<file path="src/twrb_pkg.sv">
// shared types, constants and register map of the time window record buffer
package twrb_pkg;

   localparam int DEPTH_DEFAULT = 32;
   localparam int RESULT_CAP    = 32;
   localparam int HIT_W         = $clog2(RESULT_CAP + 1);

   localparam int STAMP_W  = 48;
   localparam int STREAM_W = 16;
   localparam int FRAME_W  = 32;
   localparam int PAYLOAD_W = 64;
   localparam int KIND_W   = 2;
   localparam int LIMIT_W  = 6;
   localparam int DUR_W    = 32;
   localparam int CSR_AW   = 4;
   localparam int CSR_DW   = 32;

   localparam logic [KIND_W-1:0] KIND_RECORD = 2'd0;
   localparam logic [KIND_W-1:0] KIND_FETCH  = 2'd1;
   localparam logic [KIND_W-1:0] KIND_RANGE  = 2'd2;

   localparam logic [1:0] REG_ENABLE   = 2'd0;
   localparam logic [1:0] REG_COUNT    = 2'd1;
   localparam logic [1:0] REG_DURATION = 2'd2;

   localparam logic [LIMIT_W-1:0] COUNT_RESET    = 6'd32;
   localparam logic [DUR_W-1:0]   DURATION_RESET = 32'd10000;

   typedef enum logic [1:0] {
      OP_EVICT,
      OP_FETCH,
      OP_RANGE
   } op_type;

   typedef struct packed {
      logic [PAYLOAD_W-1:0] payload;
      logic [FRAME_W-1:0]   frame_number;
      logic [STREAM_W-1:0]  stream_id;
      logic [STAMP_W-1:0]   stamp_ms;
   } entry_type;

   typedef struct packed {
      logic [FRAME_W-1:0]   range_to;
      logic [FRAME_W-1:0]   range_from;
      logic [PAYLOAD_W-1:0] payload;
      logic [FRAME_W-1:0]   frame_number;
      logic [STREAM_W-1:0]  stream_id;
      logic [STAMP_W-1:0]   stamp_ms;
   } req_data_type;

   typedef struct packed {
      logic               record_enable;
      logic [LIMIT_W-1:0] count_limit;
      logic [DUR_W-1:0]   duration_limit_ms;
   } cfg_type;

endpackage

</file>
<file path="src/twrb_eval.sv">
// shared compare unit: eviction test, fetch test and range match with rebasing
module twrb_eval (
   input  twrb_pkg::op_type                 op,
   input  twrb_pkg::entry_type              entry,
   input  logic                             fetched,
   input  logic [twrb_pkg::STAMP_W-1:0]     newest,
   input  logic [twrb_pkg::DUR_W-1:0]       duration,
   input  logic [twrb_pkg::STREAM_W-1:0]    sid,
   input  logic [twrb_pkg::FRAME_W-1:0]     lo,
   input  logic [twrb_pkg::FRAME_W-1:0]     hi,
   output logic                             hit,
   output logic [twrb_pkg::FRAME_W-1:0]     frame
);

   logic [twrb_pkg::STAMP_W-1:0] span;
   logic                         too_old;
   logic                         in_range;

   assign span    = newest - entry.stamp_ms;
   assign too_old = (newest < entry.stamp_ms)
                 || (span > {{(twrb_pkg::STAMP_W-twrb_pkg::DUR_W){1'b0}}, duration});
   assign in_range = (entry.stream_id == sid)
                  && (entry.frame_number >= lo) && (entry.frame_number <= hi);

   always_comb begin
      case (op)
         twrb_pkg::OP_EVICT: begin
            hit   = too_old;
            frame = entry.frame_number;
         end
         twrb_pkg::OP_FETCH: begin
            hit   = !fetched;
            frame = entry.frame_number;
         end
         twrb_pkg::OP_RANGE: begin
            hit   = in_range;
            frame = entry.frame_number - lo;
         end
         default: begin
            hit   = 1'b0;
            frame = entry.frame_number;
         end
      endcase
   end

endmodule
</file>
<file path="config.mk">
export PLATFORM = sky130hd
export DESIGN_NAME = twrb_eval
export DESIGN_NICKNAME = d
export VERILOG_FILES = /design/src/twrb_pkg.sv /design/src/twrb_eval.sv
export SDC_FILE = /design/constraint.sdc
export NUM_CORES = 1
export LEC_CHECK = 0
export BUFFER_PORTS_ARGS = -buffer_cell sky130_fd_sc_hd__buf_2
export CAP_MARGIN = 5
export CORE_AREA = 2 2 138 140
export DETAILED_ROUTE_END_ITERATION = 10
export DIE_AREA = 0 0 140 142
export GPL_ROUTABILITY_DRIVEN = 0
export MAX_ROUTING_LAYER = met4
export PLACE_DENSITY = 0.72
export SETUP_SLACK_MARGIN = 0.05
export SLEW_MARGIN = 20
export SYNTH_ARGS = -nofsm -noshare
export SYNTH_HDL_FRONTEND = slang
export SYNTH_SLANG_ARGS = --single-unit
</file>
<file path="constraint.sdc">
create_clock -name vclk -period 6
set_clock_uncertainty 0.2 [all_clocks]
set_input_delay 0.6 -clock vclk [all_inputs]
set_output_delay 0.6 -clock vclk [all_outputs]
set_load 0.02 [all_outputs]
</file>
# Yosys cells after proc, flatten, opt, wreduce, memory -nomap -nowiden
# Index checks and enable logic that the tools add are counted.
[op_classes] reduce_logical=5 muxes=2 n_lt_le_gt_ge=4 eq_ne=3 addsub=2
[op_table] operator="$gt 48x32->1" count=1
[op_table] operator="$lt 48x48->1" count=1
[op_table] operator="$sub 48x48->48" count=1
[op_table] operator="$ge 32x32->1" count=1
[op_table] operator="$le 32x32->1" count=1
[op_table] operator="$mux 32" count=1
[op_table] operator="$sub 32x32->32" count=1
[op_table] operator="$eq 16x16->1" count=1
[op_table] operator="$pmux 1 s3" count=1
[op_table] operator="$eq 2x1->1 const B" count=1
[op_table] operator="$eq 2x2->1 const B" count=1
[op_table] operator="$logic_and 1x1->1" count=2
[op_table] operator="$logic_not 2->1" count=1
[op_table] operator="$logic_not 1->1" count=1
[op_table] operator="$logic_or 1x1->1" count=1
[word_totals] register_bits=0 word_cells=16 output_inout_bits=33 inputBits=323

# Depth between registers and ports, before layout
[logic_depth] ltp_word=4 depth_mapped=24 mapped_depth_nobuf=24

# Worst setup path after synthesis
# OpenSTA, ideal clock, no wires.
[synth_path] path_kind="input port to output port" startpoint="in entry[6] (netlist bit)" endpoint="out hit" path_buffers=0 t_required_ns=5.200 cell_stages=22 slack_ns=0.505 arrival_ns=4.695 cell_sequence="inv_1 -> ha_1 -> nand2_1 -> o21ai_0 -> o21ai_2 -> o21a_2 -> or2_2 -> o21ai_0 -> nand3_1 -> o21ai_0 -> xor2_1 -> ha_1 -> a21oi_1 -> o21ai_0 -> a221o_1 -> a2111oi_0 -> o211ai_1 -> nor3_1 -> o22ai_1 -> nand4b_1 -> nor4_1 -> a21oi_1"
[synth_via] elab_chain_len=4 elab_cells_between_ends=5 cone_classes="1 x add/sub; 2 x order compare; 1 x mux; 1 x reduce/logical"
[synth_rtl] element="from (decl)" line_no="twrb_eval.sv:4" text="input twrb_pkg::entry_type entry,"
[synth_rtl] element="$sub 48x48->48" line_no="twrb_eval.sv:19" text="assign span = newest - entry.stamp_ms;"
[synth_rtl] element="$gt 48x32->1" line_no="twrb_eval.sv:21" text="|| (span > {{(twrb_pkg::STAMP_W-twrb_pkg::DUR_W){1'b0}}, duration});"
[synth_rtl] element="$logic_or 1x1->1 *" line_no="twrb_eval.sv:21"
[synth_rtl] element="$pmux 1 s3 *" line_no="twrb_eval.sv:26" text="case (op)"
[synth_rtl] element="to (decl)" line_no="twrb_eval.sv:11" text="output logic hit,"
# Every way passes the cells marked *; elsewhere a longest branch is shown, timed or not.

# Worst setup path in the final report
[layout_path] startpoint="in entry[1] (netlist bit)" endpoint="out hit"
# The elaborated chain is that of the path after synthesis.

==> metrics.log <==
INFO  metric max_cap_violations = 0
INFO  metric power_switching = 505 µW
INFO  metric ys_top_cells_by_area = ha_1, inv_1, a21oi_1
INFO  metric floorplan.initialDensity = 36.9%
INFO  metric seq_cell_count = 0
INFO  metric seq_power_share = 0%
INFO  metric io_buffers = roughly 290
INFO  metric switching_share = between 50% and 60%
INFO  metric mappedNetlistNets = roughly 1500
INFO  metric first_iter_violations = 346
INFO  metric maxSlewViolCount = 0
INFO  metric final_net_count = roughly 1800
INFO  metric gr-usage-all-layers = 21.1%
INFO  metric detail_route.wirelength = 21.8 mm
INFO  metric floorplan.io_pins = approximately 360
INFO  metric period_minus_slack = between 5 and 6 ns
INFO  metric post-dp-hpwl = slightly below 20 mm
INFO  metric yosysTopAreaCellShare = a little over a quarter
INFO  metric p_clk_share = 0%
INFO  metric final_layout_size_suffix_gt1_share = between 20% and 30%
INFO  metric max_clock_freq = roughly 170 MHz
INFO  metric synth.lib_cells_used.distinct = 71
INFO  metric ys_warn_count = 0
INFO  metric synth_area_per_cell = between 6 and 7 µm²
INFO  metric power.total = around 930 µW
INFO  metric detail_route.drc_violations = 18
INFO  metric synthCells = between 1000 and 1500
INFO  metric layout.cells.non_filler = approximately 1600
INFO  metric critical_path_class = in -> out
INFO  metric layout-area-overhead-vs-synth = 32.7%
INFO  metric violations = design-rule violations
INFO  metric yosys.cell_count.top_type = inv_1
INFO  metric seq_area_frac_synth = 0%
INFO  metric overflow = 0
INFO  metric grt_pass1_wl = between 30 and 40 mm
INFO  metric p_leak = 0.00505 µW
INFO  metric seq_area = 0 µm²
INFO  metric grt_max_degree = 70
INFO  metric min-delay-path-class = in -> out
INFO  metric outcome = complete, but fails checks
INFO  metric die_x = about 140 µm
INFO  metric p_int = about 430 µW
INFO  metric route.antenna.remaining_nets = 0
INFO  metric rsz0062_at_grt = true
INFO  metric vias_in_the_first_global_route = about 7700
INFO  metric cp.arrival = approximately 5 ns
INFO  metric timing_worst_slew_pin_value = approximately 0.66 ns
INFO  metric antenna_found_initial = 5
INFO  metric timing.slew.headroom = between 50% and 60%
INFO  metric drt-wirelength-per-cell = about 14 µm
INFO  metric syn-cell-area = approximately 0.0068 mm²
INFO  metric clock_buffer_count = 0
INFO  metric routed_via_density = 5.19
INFO  metric report.final.hold_viol_count = 0
INFO  metric fp.dieH = 142 µm
INFO  metric required = between 5 and 6 ns
INFO  metric cts_hold_buf = 0
INFO  metric power.ir.vdd_worst = 0.0466 mV
INFO  metric most_common_library_cells_after_synthesis = inv_1, ha_1, a21oi_1
INFO  metric min_period_over_period = between 90% and 100%
INFO  metric dp_cells = 1573
INFO  metric via_count = between 8000 and 9000
INFO  metric timing.critical_path.to_type = output port
INFO  metric core-area = 0.0185 mm²
INFO  metric num_rows = 50
INFO  metric die_outline_area = between 0.015 and 0.02 mm²
INFO  metric power.combinational.fraction = 100.0%
INFO  metric count_of_tritonroute_iterations_in_the_first_routing_pass = 8
INFO  metric power_per_standard_cell_area = around 100 mW/mm²
INFO  metric setup.worst_path.start_class = input pin
INFO  metric timing.final.setup_violations = 0
INFO  metric top_cell_type_by_total_area_after_synthesis = ha_1
INFO  metric crit_fanout = 3
==> final cells by class <==
class | count | area (µm²)
fill | 1871 | 9410
multi-input combinational | 836 | 6290
timing repair buffer | 337 | 1820
inverter | 168 | 631
tap | 234 | 293
antenna | 5 | 12.5
==> critical path, cell delays in order <==
cell and delay, ns:
buf_6 0.07, inv_2 0.03, ha_4 0.24, nor2b_4 0.13, o31a_2 0.16, o21ai_2 0.07, o21a_2 0.24, buf_6 0.13
nor4_4 0.34, nor2_2 0.09, o21bai_1 0.18, xor2_1 0.24, ha_1 0.29, a21o_1 0.18, a21o_1 0.15, a221o_1 0.35
a2111oi_2 0.34, buf_4 0.17, o211ai_1 0.08, nor3_2 0.16, o22ai_1 0.09, nand4b_1 0.19, nor4_2 0.20, buf_4 0.15
a21oi_1 0.03, buf_4 0.19
==> what timing repair did <==
item                                    4_1_cts  5_1_grt
setup buffers                                 2        0
gates resized for setup                      36        9
endpoints found under the setup margin        1        1
pin swaps                                    24        1
==> cells in the final DEF, fill, tap and decap left out, types with 5 or more instances in the layout <==
master / n
buf_2: 289
inv_1: 166
ha_1: 133
a21oi_1: 103
nand2_1: 85
o21ai_0: 73
xnor2_1: 52
nor2_1: 50
buf_4: 45
a21o_1: 44
nand3_1: 25
xor2_1: 23
nand4_1: 22
nor3_1: 16
o211ai_1: 14
o21bai_1: 13
o21a_1: 12
nor2b_1: 9
nand2b_1: 8
and3_1: 8
ha_4: 8
o21ai_1: 7
a211oi_1: 7
o31ai_1: 7
o211a_1: 6
a221oi_1: 6
diode_2: 5
o21ai_2: 5
o22ai_1: 5
and2_1: 5
nor3b_1: 5
==> worst paths after layout <==
path | start | to | slack [ns] | cells after the start
hold / removal | entry[64] | frame[0] | 1.36 | 4
setup / recovery | entry[1] | hit | 0.08 | 26
==> layer usage <==
| layer | track usage (%) | vias up | part of all wire, % |
|---|---|---|---|
| li1 | - | 4291 | - |
| met1 | 26.3 | 3684 | 45 |
| met2 | 38.0 | 204 | 49 |
| met3 | 1.31 | 28 | 4.2 |
| met4 | 4.36 | 0 | 1.9 |
| met5 | - | - | 0 |
==> logic make-up (layout without fill, tap and decap cells) <==
kind of cell,after synthesis,in the layout,synth area share [%]
simple gates,265,265,19.2
other cells,0,5,0
compound gates,344,344,32.7
mux,6,6,0.918
buf+inv,189,505,10.6
fa+ha+maj,146,146,27.0
xor+xnor,75,75,9.64
==> power by group through the flow <==
stage / sequential, µW / combinational [µW] / clock [µW]
3_3_place_gp: 0 / 875 / 0
3_5_place_dp: 0 / 894 / 0
4_1_cts: 0 / 919 / 0
2_1_floorplan: 0 / 604 / 0
5_1_grt: 0 / 1040 / 0.000112
6_report: 0 / 934 / 0.000112
==> through the flow <==
step / instance area (µm²) / setup TNS [ns] / util, % / hold WS, ns / setup slack (ns)
final: 9040 / 0 / 49.0 / 1.36 / 0.0794
after CTS: 8960 / 0 / 48.6 / 1.36 / 0.0533
after global routing: 9040 / -0.199 / 49.0 / 1.40 / -0.199
after global placement: 8810 / -0.299 / 47.7 / 1.35 / -0.299
after detailed placement: 8810 / -0.295 / 47.7 / 1.36 / -0.295
after floorplan: 6820 / 0 / - / 1.18 / 0.505
Power figures use the tool's default switching activity.
