===== src/twrb_pkg.sv =====
// shared types, constants and register map of the time window record buffer
package twrb_pkg;

   localparam int DEPTH_DEFAULT = 32;
   localparam int RESULT_CAP    = 32;
   localparam int HIT_W         = $clog2(RESULT_CAP + 1);

   localparam int STAMP_W  = 48;
   localparam int STREAM_W = 16;
   localparam int FRAME_W  = 32;
   localparam int PAYLOAD_W = 64;
   localparam int KIND_W   = 2;
   localparam int LIMIT_W  = 6;
   localparam int DUR_W    = 32;
   localparam int CSR_AW   = 4;
   localparam int CSR_DW   = 32;

   localparam logic [KIND_W-1:0] KIND_RECORD = 2'd0;
   localparam logic [KIND_W-1:0] KIND_FETCH  = 2'd1;
   localparam logic [KIND_W-1:0] KIND_RANGE  = 2'd2;

   localparam logic [1:0] REG_ENABLE   = 2'd0;
   localparam logic [1:0] REG_COUNT    = 2'd1;
   localparam logic [1:0] REG_DURATION = 2'd2;

   localparam logic [LIMIT_W-1:0] COUNT_RESET    = 6'd32;
   localparam logic [DUR_W-1:0]   DURATION_RESET = 32'd10000;

   typedef enum logic [1:0] {
      OP_EVICT,
      OP_FETCH,
      OP_RANGE
   } op_type;

   typedef struct packed {
      logic [PAYLOAD_W-1:0] payload;
      logic [FRAME_W-1:0]   frame_number;
      logic [STREAM_W-1:0]  stream_id;
      logic [STAMP_W-1:0]   stamp_ms;
   } entry_type;

   typedef struct packed {
      logic [FRAME_W-1:0]   range_to;
      logic [FRAME_W-1:0]   range_from;
      logic [PAYLOAD_W-1:0] payload;
      logic [FRAME_W-1:0]   frame_number;
      logic [STREAM_W-1:0]  stream_id;
      logic [STAMP_W-1:0]   stamp_ms;
   } req_data_type;

   typedef struct packed {
      logic               record_enable;
      logic [LIMIT_W-1:0] count_limit;
      logic [DUR_W-1:0]   duration_limit_ms;
   } cfg_type;

endpackage


===== src/twrb_csr.sv =====
// configuration registers behind the apb-style port
module twrb_csr (
   input  logic                          clock,
   input  logic                          reset,
   input  logic                          csr_psel,
   input  logic                          csr_penable,
   input  logic                          csr_pwrite,
   input  logic [twrb_pkg::CSR_AW-1:0]   csr_paddr,
   input  logic [twrb_pkg::CSR_DW-1:0]   csr_pwdata,
   output logic [twrb_pkg::CSR_DW-1:0]   csr_prdata,
   output logic                          csr_pready,
   output twrb_pkg::cfg_type             cfg
);

   logic                               enable_ff;
   logic [twrb_pkg::LIMIT_W-1:0]       limit_ff;
   logic [twrb_pkg::DUR_W-1:0]         duration_ff;
   logic                               write_en;
   logic [1:0]                         reg_index;

   assign csr_pready = 1'b1;
   assign write_en   = csr_psel && csr_penable && csr_pwrite;
   assign reg_index  = csr_paddr[3:2];

   always_ff @(posedge clock) begin
      if (reset) begin
         enable_ff   <= 1'b1;
         limit_ff    <= twrb_pkg::COUNT_RESET;
         duration_ff <= twrb_pkg::DURATION_RESET;
      end else if (write_en) begin
         case (reg_index)
            twrb_pkg::REG_ENABLE:   enable_ff   <= csr_pwdata[0];
            twrb_pkg::REG_COUNT:    limit_ff    <= csr_pwdata[twrb_pkg::LIMIT_W-1:0];
            twrb_pkg::REG_DURATION: duration_ff <= csr_pwdata[twrb_pkg::DUR_W-1:0];
            default: ;
         endcase
      end
   end

   always_comb begin
      case (reg_index)
         twrb_pkg::REG_ENABLE:
            csr_prdata = {{(twrb_pkg::CSR_DW-1){1'b0}}, enable_ff};
         twrb_pkg::REG_COUNT:
            csr_prdata = {{(twrb_pkg::CSR_DW-twrb_pkg::LIMIT_W){1'b0}}, limit_ff};
         twrb_pkg::REG_DURATION:
            csr_prdata = duration_ff;
         default:
            csr_prdata = '0;
      endcase
   end

   assign cfg.record_enable     = enable_ff;
   assign cfg.count_limit       = limit_ff;
   assign cfg.duration_limit_ms = duration_ff;

endmodule


===== config.mk =====
export PLATFORM = sky130hd
export DESIGN_NAME = twrb_csr
export DESIGN_NICKNAME = d
export VERILOG_FILES = /design/src/twrb_pkg.sv /design/src/twrb_csr.sv
export SDC_FILE = /design/constraint.sdc
export NUM_CORES = 1
export LEC_CHECK = 0
export BUFFER_PORTS_ARGS = -buffer_cell sky130_fd_sc_hd__buf_2
export CAP_MARGIN = 25
export CORE_ASPECT_RATIO = 0.7
export CORE_MARGIN = 5
export CORE_UTILIZATION = 30
export CTS_CLUSTER_DIAMETER = 60
export CTS_CLUSTER_SIZE = 14
export DETAILED_ROUTE_END_ITERATION = 6
export GPL_TIMING_DRIVEN = 1
export MAX_ROUTING_LAYER = met4
export PLACE_DENSITY = 0.57
export SLEW_MARGIN = 0
export SYNTH_ARGS = -nofsm -noshare
export SYNTH_HDL_FRONTEND = slang
export SYNTH_SLANG_ARGS = --single-unit

===== constraint.sdc =====
create_clock -name clock -period 2 [get_ports clock]
set_input_delay 0.5 -clock clock [delete_from_list [all_inputs] [get_ports clock]]
set_output_delay 0.5 -clock clock [all_outputs]
set_load 0.02 [all_outputs]

## Word-level counts from Yosys, hierarchy flattened

Cells that the tools add are included.

- Bits in registers: 39
- Bits of input ports: 41
- Output and inout port bits: 72
- Logic and storage cells: 12

- Equal/unequal tests: 2
- Multiplexer cells: 1
- Reductions and logical operators: 6

Operator list:

| operator | count |
|---|---|
| $pmux 32 s3 | 1 |
| $reduce_and 2->1 | 3 |
| $eq 2x1->1 const B | 1 |
| $eq 2x2->1 const B | 1 |
| $logic_and 1x1->1 | 2 |
| $logic_not 2->1 | 1 |

## Logic depth before layout (Yosys ltp)

Gate-level depths: netlist (run 1).

- Depth after elaboration: 3
- Mapped depth: 5
- Mapped depth without buffers: 3

## Worst setup path before layout (run 1)

No wires, ideal clock.

- Path kind: in2out
- From: in csr_paddr[3] in the netlist's numbering
- To: out csr_prdata[0] in the netlist's numbering
- Arrival time: 1,259 ps
- Data required time: 1,500 ps
- Slack: 241 ps
- Stages: 4
- Path buffers: 1
- Path through: nor2b_1 clkbuf_1 nand2_1 o21ai_0

- Cells in the longest elaborated chain, start to end: 2
- Elaborated cells between the ends (all ways): 4
- Classes of those cells: eq/ne: 2; mux: 1; reduce/logical: 1

RTL lines:

| item | RTL line | text |
|---|---|---|
| start: declaration | twrb_csr.sv:8 | `input logic [twrb_pkg::CSR_AW-1:0] csr_paddr,` |
| $eq 2x2->1, or another cell as far along | twrb_csr.sv:41 | `case (reg_index)` |
| $pmux 32 s3 (*) | twrb_csr.sv:41 |  |
| end: declaration | twrb_csr.sv:10 | `output logic [twrb_pkg::CSR_DW-1:0] csr_prdata,` |

Mark *: on every way between the ends. The rest lies on a longest branch, timed or not.

## Worst setup path in the final report (run 1)

- From: in csr_paddr[3] in the netlist's numbering
- To: out csr_prdata[4] in the netlist's numbering

Same word-level chain as after synthesis.

==> flow_metrics.tcl, run 1 <==
set metrics [dict create \
    run_status "finished clean" \
    start_util_pct 30.34 \
    min_period_over_period_pct 93.32 \
    globalplace.congestion 0.6638 \
    dp_hpwl_microns 3606 \
    cts_buffer_depth 2 \
    pwr-share-seq_pct 50.4 \
    tns_ns 0 \
    drive_above_1_share_pct 39.75 \
    grt_pass1_wl_microns 8079 \
    switchingPower_uw 378.6 \
    num-nets-final 357 \
    dp_slack_ns 0.1323 \
    cpMostUsedCell "buf_2" \
    gr-total-overflow 0 \
    die_y_microns 78.52 \
    arrival_ns 1.37 \
    required_ns 1.50 \
    syn2layout_area_growth_pct 35.57 \
    grt_max_degree 75 \
    rsz0062_at_grt "false" \
    dieWidth_microns 107.9 \
    yosysWarningCount 0 \
    htreeDepth 2 \
    coreArea_sq_um 6631 \
    p_int_uw 1194 \
    wl_per_cell_microns 12.00 \
    pwr-share-clk_pct 37.1 \
    cts_root_buf "clkbuf_8" \
    sw_frac_of_total_pct 24.08 \
    setup_viol 0 \
    antenna_found_initial 0 \
    drc 0 \
    critPathCaptureType "primary output" \
    io_pins 113 \
    layout_commonest_cell "buf_2" \
    ant_nets 0 \
    grt_pass1_vias 1677 \
    cp_max_fo 15 \
    dieArea_sq_um 8470 \
    synthDistinctLibCells 21 \
    layout_common_cells "buf_2 (109), nand2b_1 (60), mux2i_1 (40)" \
    numCtsBuffers 5 \
    period_minus_slack_ns 1.866 \
    cts_tree "done" \
    powerDensity_nw_per_um2 576.5 \
    hp-class "in2reg" \
    clkSinkCount 39 \
    hold_viol 0 \
    combPwrFrac_pct 12.5 \
    fin_util_pct 41.13 \
    fin_skew_ns 0 \
    vias_per_cell 4.117 \
    slowest_stage "a22o_1" \
    cts_hold_buf 0 \
    yosysSeqAreaShare_pct 38.81 \
    wl_microns 4930 \
    design_area_sq_um 2728 \
    clkTransAtPathRegs_ns 0.08 \
    drt_pass1_iterations 4 \
    maxSlewViolCount 0 \
    initialDrtViolationCount 43 \
    post_cts_resized 0 \
    fmax_mhz 535.8 \
    avgSynthCellArea_sq_um 9.535 \
    cts_setup_buffers 0 \
    r2r_setup_slack_ns 1.39 \
    peakVddDrop_uv 209.6 \
    start_kind "input pin" \
    clk-insertion-delay-late_ns 0.28 \
    syn_nets 252 \
    crit_chain "buf_2, nor2b_2, buf_4, a22o_1, buf_2" \
    synth-seq-cells 39 \
    cap_violations 0 \
    antenna_cells 0 \
    netlist_area_sq_um 2012 \
    slowest_delay_ns 0.23 \
    syn_inst 211 \
    vias 1692 \
    track_usage_pct 12.25 \
    row_count 25 \
    post_dp_cell_area_sq_um 2628 \
    crit_type "in2out" \
    setup_ws_ns 0.1336 \
    leakage_uw 0.001289 \
    portBuffers 109 \
]
==> final cells by class <==
type                            instances  area, sq um
Clock buffer                            8        100.1
Fill cell                             701         3904
Multi-Input combinational cell        155         1114
Sequential cell                        39        780.7
Tap cell                               94        117.6
Timing Repair Buffer                  115        615.6
==> state kept, by name (all words and copies together) (netlist names) <==
| signal | flops |
|---|---|
| duration_ff | 32 |
| limit_ff | 6 |
| enable_ff | 1 |
==> critical path, delay by kind of cell <==
kind                   cells  cell delay (ns)
AO/OA/AOI/OAI              1             0.23
buffers and inverters      3             0.47
AND/OR/NAND/NOR            1             0.16
==> metal layers <==
metal	up-vias	wire length (microns)	global-route usage, %
li1	887	-	-
met2	59	2091	18.80
met4	0	71	4.161
met5	-	0	-
met1	738	2414	15.72
met3	8	352	3.122
==> Yosys cell counts (all sizes together) <==
library cell / n / share of area (%)
clkbuf: 10 / 1.9
nand2: 1 / 0.19
o21ai: 1 / 0.25
nand2b: 60 / 19
and2: 26 / 8.1
nand3: 1 / 0.25
nor3: 1 / 0.25
mux2i: 40 / 20
buf: 7 / 4.4
conb: 1 / 0.19
nor2b: 1 / 0.31
nor3b: 2 / 1.0
dfxtp: 39 / 39
a22o: 5 / 2.2
nand4: 1 / 0.62
and2b: 1 / 0.44
nor2: 14 / 2.6
==> cells by family after synthesis <==
kind of cell,Yosys count,synth area share [%]
other,1,0.1864
multiplexers,40,19.90
flip-flops,39,38.81
AND/OR/NAND/NOR,108,32.40
buffers and inverters,17,6.281
AO/OA/AOI/OAI,6,2.425
==> power groups by stage <==
stage | combinational, uW | clock [uW] | sequential (uW)
floorplan | 107 | 0 | 823
global placement | 197 | 0 | 811
detailed placement | 198 | 0 | 811
CTS | 199 | 613 | 793
global route | 217 | 651 | 795
finish | 196 | 584 | 793
==> stage by stage <==
| stage | power [uW] | hold slack (ns) | std cells |
|---|---|---|---|
| after floorplan | 929.3 | 0.4996 | 211 |
| after global placement | 1008 | 0.4671 | 403 |
| after detailed placement | 1009 | 0.4753 | 403 |
| after CTS | 1605 | 0.4539 | 411 |
| after global routing | 1663 | 0.4630 | 411 |
| final | 1573 | 0.4653 | 411 |
==> final timing paths <==
check                                      from              end  cells after the start
worst max-delay path               csr_paddr[3]    csr_prdata[4]                      5
worst min-delay path              csr_pwdata[6]   duration_ff[6]                      3
worst max register to register  duration_ff[21]  duration_ff[21]                      2
worst min register to register  duration_ff[31]  duration_ff[31]                      2
No activity file was read; power rests on OpenSTA's default activity.
==> run 2, diff against run 1 <==
--- a/config.mk
+++ b/config.mk
@@ -15,7 +15,7 @@
 export DETAILED_ROUTE_END_ITERATION = 6
 export GPL_TIMING_DRIVEN = 1
 export MAX_ROUTING_LAYER = met4
-export PLACE_DENSITY = 0.57
+export PLACE_DENSITY = 0.59
 export SLEW_MARGIN = 0
 export SYNTH_ARGS = -nofsm -noshare
 export SYNTH_HDL_FRONTEND = slang
==> constraint.sdc (replaced) <==
create_clock -name clock -period 1.67 [get_ports clock]
set_input_delay 0.501 -clock clock [delete_from_list [all_inputs] [get_ports clock]]
set_output_delay 0.501 -clock clock [all_outputs]
set_load 0.02 [all_outputs]
==> flow_metrics.tcl, run 2 (synthesized netlist as in run 1, its figures left out) <==
set metrics [dict create \
    required_ns 1.17 \
    fmax_mhz 572.9 \
    n_fill_cell 649 \
    period_minus_slack_ns 1.746 \
    violations "negative setup slack" \
    dieWidth_microns 107.9 \
    slowest_delay_ns 0.23 \
    r2r_setup_slack_ns 1.05 \
    portBuffers 109 \
    layout_common_cells "buf_2 (75), nand2b_1 (60), mux2i_1 (40)" \
    vias 1734 \
    crit_type "in2out" \
    antenna_found_initial 0 \
    min_period_over_period_pct 104.5 \
    leakage_uw 0.001355 \
    fin_util_pct 45.45 \
    cap_violations 0 \
    cts_hold_buf 0 \
    antenna_cells 0 \
    io_pins 113 \
    regArea_sq_um 780.7 \
    largest_registers "duration_ff (32), limit_ff (6), enable_ff (1)" \
    layout_commonest_cell "buf_2" \
    cp_max_fo 17 \
    start_util_pct 30.34 \
    arrival_ns 1.24 \
    gr-total-overflow 0 \
    dp_hpwl_microns 3643 \
    powerDensity_nw_per_um2 608.3 \
    drc 0 \
    syn2layout_area_growth_pct 49.81 \
    vias_per_cell 4.178 \
    cts_buffer_depth 2 \
    dpl.cell_count 406 \
    maxSlewViolCount 0 \
    critPathCaptureType "primary output" \
    numCtsBuffers 5 \
    grt_pass1_wl_microns 8500 \
    cts_root_buf "clkbuf_8" \
    clk-insertion-delay-late_ns 0.28 \
    clkSinkCount 39 \
    num-nets-final 361 \
    htreeDepth 2 \
    wl_microns 5015 \
    slowest_stage "a22o_1" \
    wl_per_cell_microns 12.08 \
    globalplace.congestion 0.7375 \
    dieArea_sq_um 8470 \
    row_count 25 \
    hp-class "in2reg" \
    cts_tree "done" \
    tns_ns -1.066 \
    grt_pass1_vias 1812 \
    largest-register "duration_ff" \
    instances_no_fill 415 \
    setup_ws_ns -0.07554 \
    ant_nets 0 \
    drt_pass1_iterations 4 \
    run_status "finished with violations" \
    initialDrtViolationCount 52 \
    coreArea_sq_um 6631 \
    start_kind "input pin" \
    hold_viol 0 \
    multiInputGateArea_sq_um 1144 \
    grt_max_degree 75 \
    track_usage_pct 12.73 \
    peakVddDrop_uv 252.2 \
    setup_viol 32 \
    clkTransAtPathRegs_ns 0.08 \
    drive_above_1_share_pct 45.79 \
    crit_chain "buf_8, nor2b_4, buf_12, a22o_1, buf_6" \
    fin_skew_ns 0 \
    largest_register_ffs 32 \
    die_y_microns 78.52 \
    rsz0062_at_grt "true" \
]
-- run 2: changes by cell type in the layout (fill, tap and decap cells not counted), sizes merged --
cell	previous run	this run
clkinv	0	1
buf	115	119
clkbuf	8	7
-- run 2: timing repair --
item / CTS / global route
resized for setup: 65 / 5
buffers inserted: 0 / 1
cloned: 0 / 0
pin swaps: 1 / 3
setup endpoints to repair: 32 / 32
-- run 2: final timing paths --
path                                 startpoint         endpoint  depth (start not counted)
worst max register to register   duration_ff[5]   duration_ff[5]                          2
worst min register to register  duration_ff[31]  duration_ff[31]                          2
worst max-delay path               csr_paddr[3]    csr_prdata[4]                          5
worst min-delay path             csr_pwdata[31]  duration_ff[31]                          3
-- run 2: layout make-up --
type	instances	share of cell area, %
multi-input cells	155	37.94
repair buffers	119	29.56
flip-flops and latches	39	25.90
well taps	94	3.902
clock buffers	7	2.532
clock inverters	1	0.1660
-- run 2: metrics by stage --
| step | worst slack, ns | hold slack, ns | total power, uW | instance area, sq um |
|---|---|---|---|---|
| after floorplan | -0.02587 | 0.4996 | 1116 | 2039 |
| after CTS | -0.07755 | 0.4520 | 1872 | 2988 |
| after global placement | -0.2052 | 0.4668 | 1215 | 2700 |
| after global routing | -0.09513 | 0.4508 | 1939 | 3014 |
| after detailed placement | -0.2027 | 0.4713 | 1217 | 2700 |
| final | -0.07554 | 0.4660 | 1834 | 3014 |
-- run 2: critical path: cells and delay by family --
family / cells / cell delay [ns]
and+or+nand+nor: 1 / 0.13
AOI/OAI and AO/OA: 1 / 0.23
buffers and inverters: 3 / 0.37
-- run 2: report_power, final --
group	switching [uW]	total [uW]	leakage, uW	internal [uW]
sequential	8.59	950	0.000315	941
clock	321	615	0.0000422	294
combinational	127	269	0.000998	142
-- run 2: metal layers --
| layer | part of all wire, % | track usage, % |
|---|---|---|
| met4 | 0.68 | 3.026 |
| met2 | 42 | 19.11 |
| met3 | 8.8 | 4.355 |
| met1 | 48 | 16.53 |
| met5 | 0 | - |
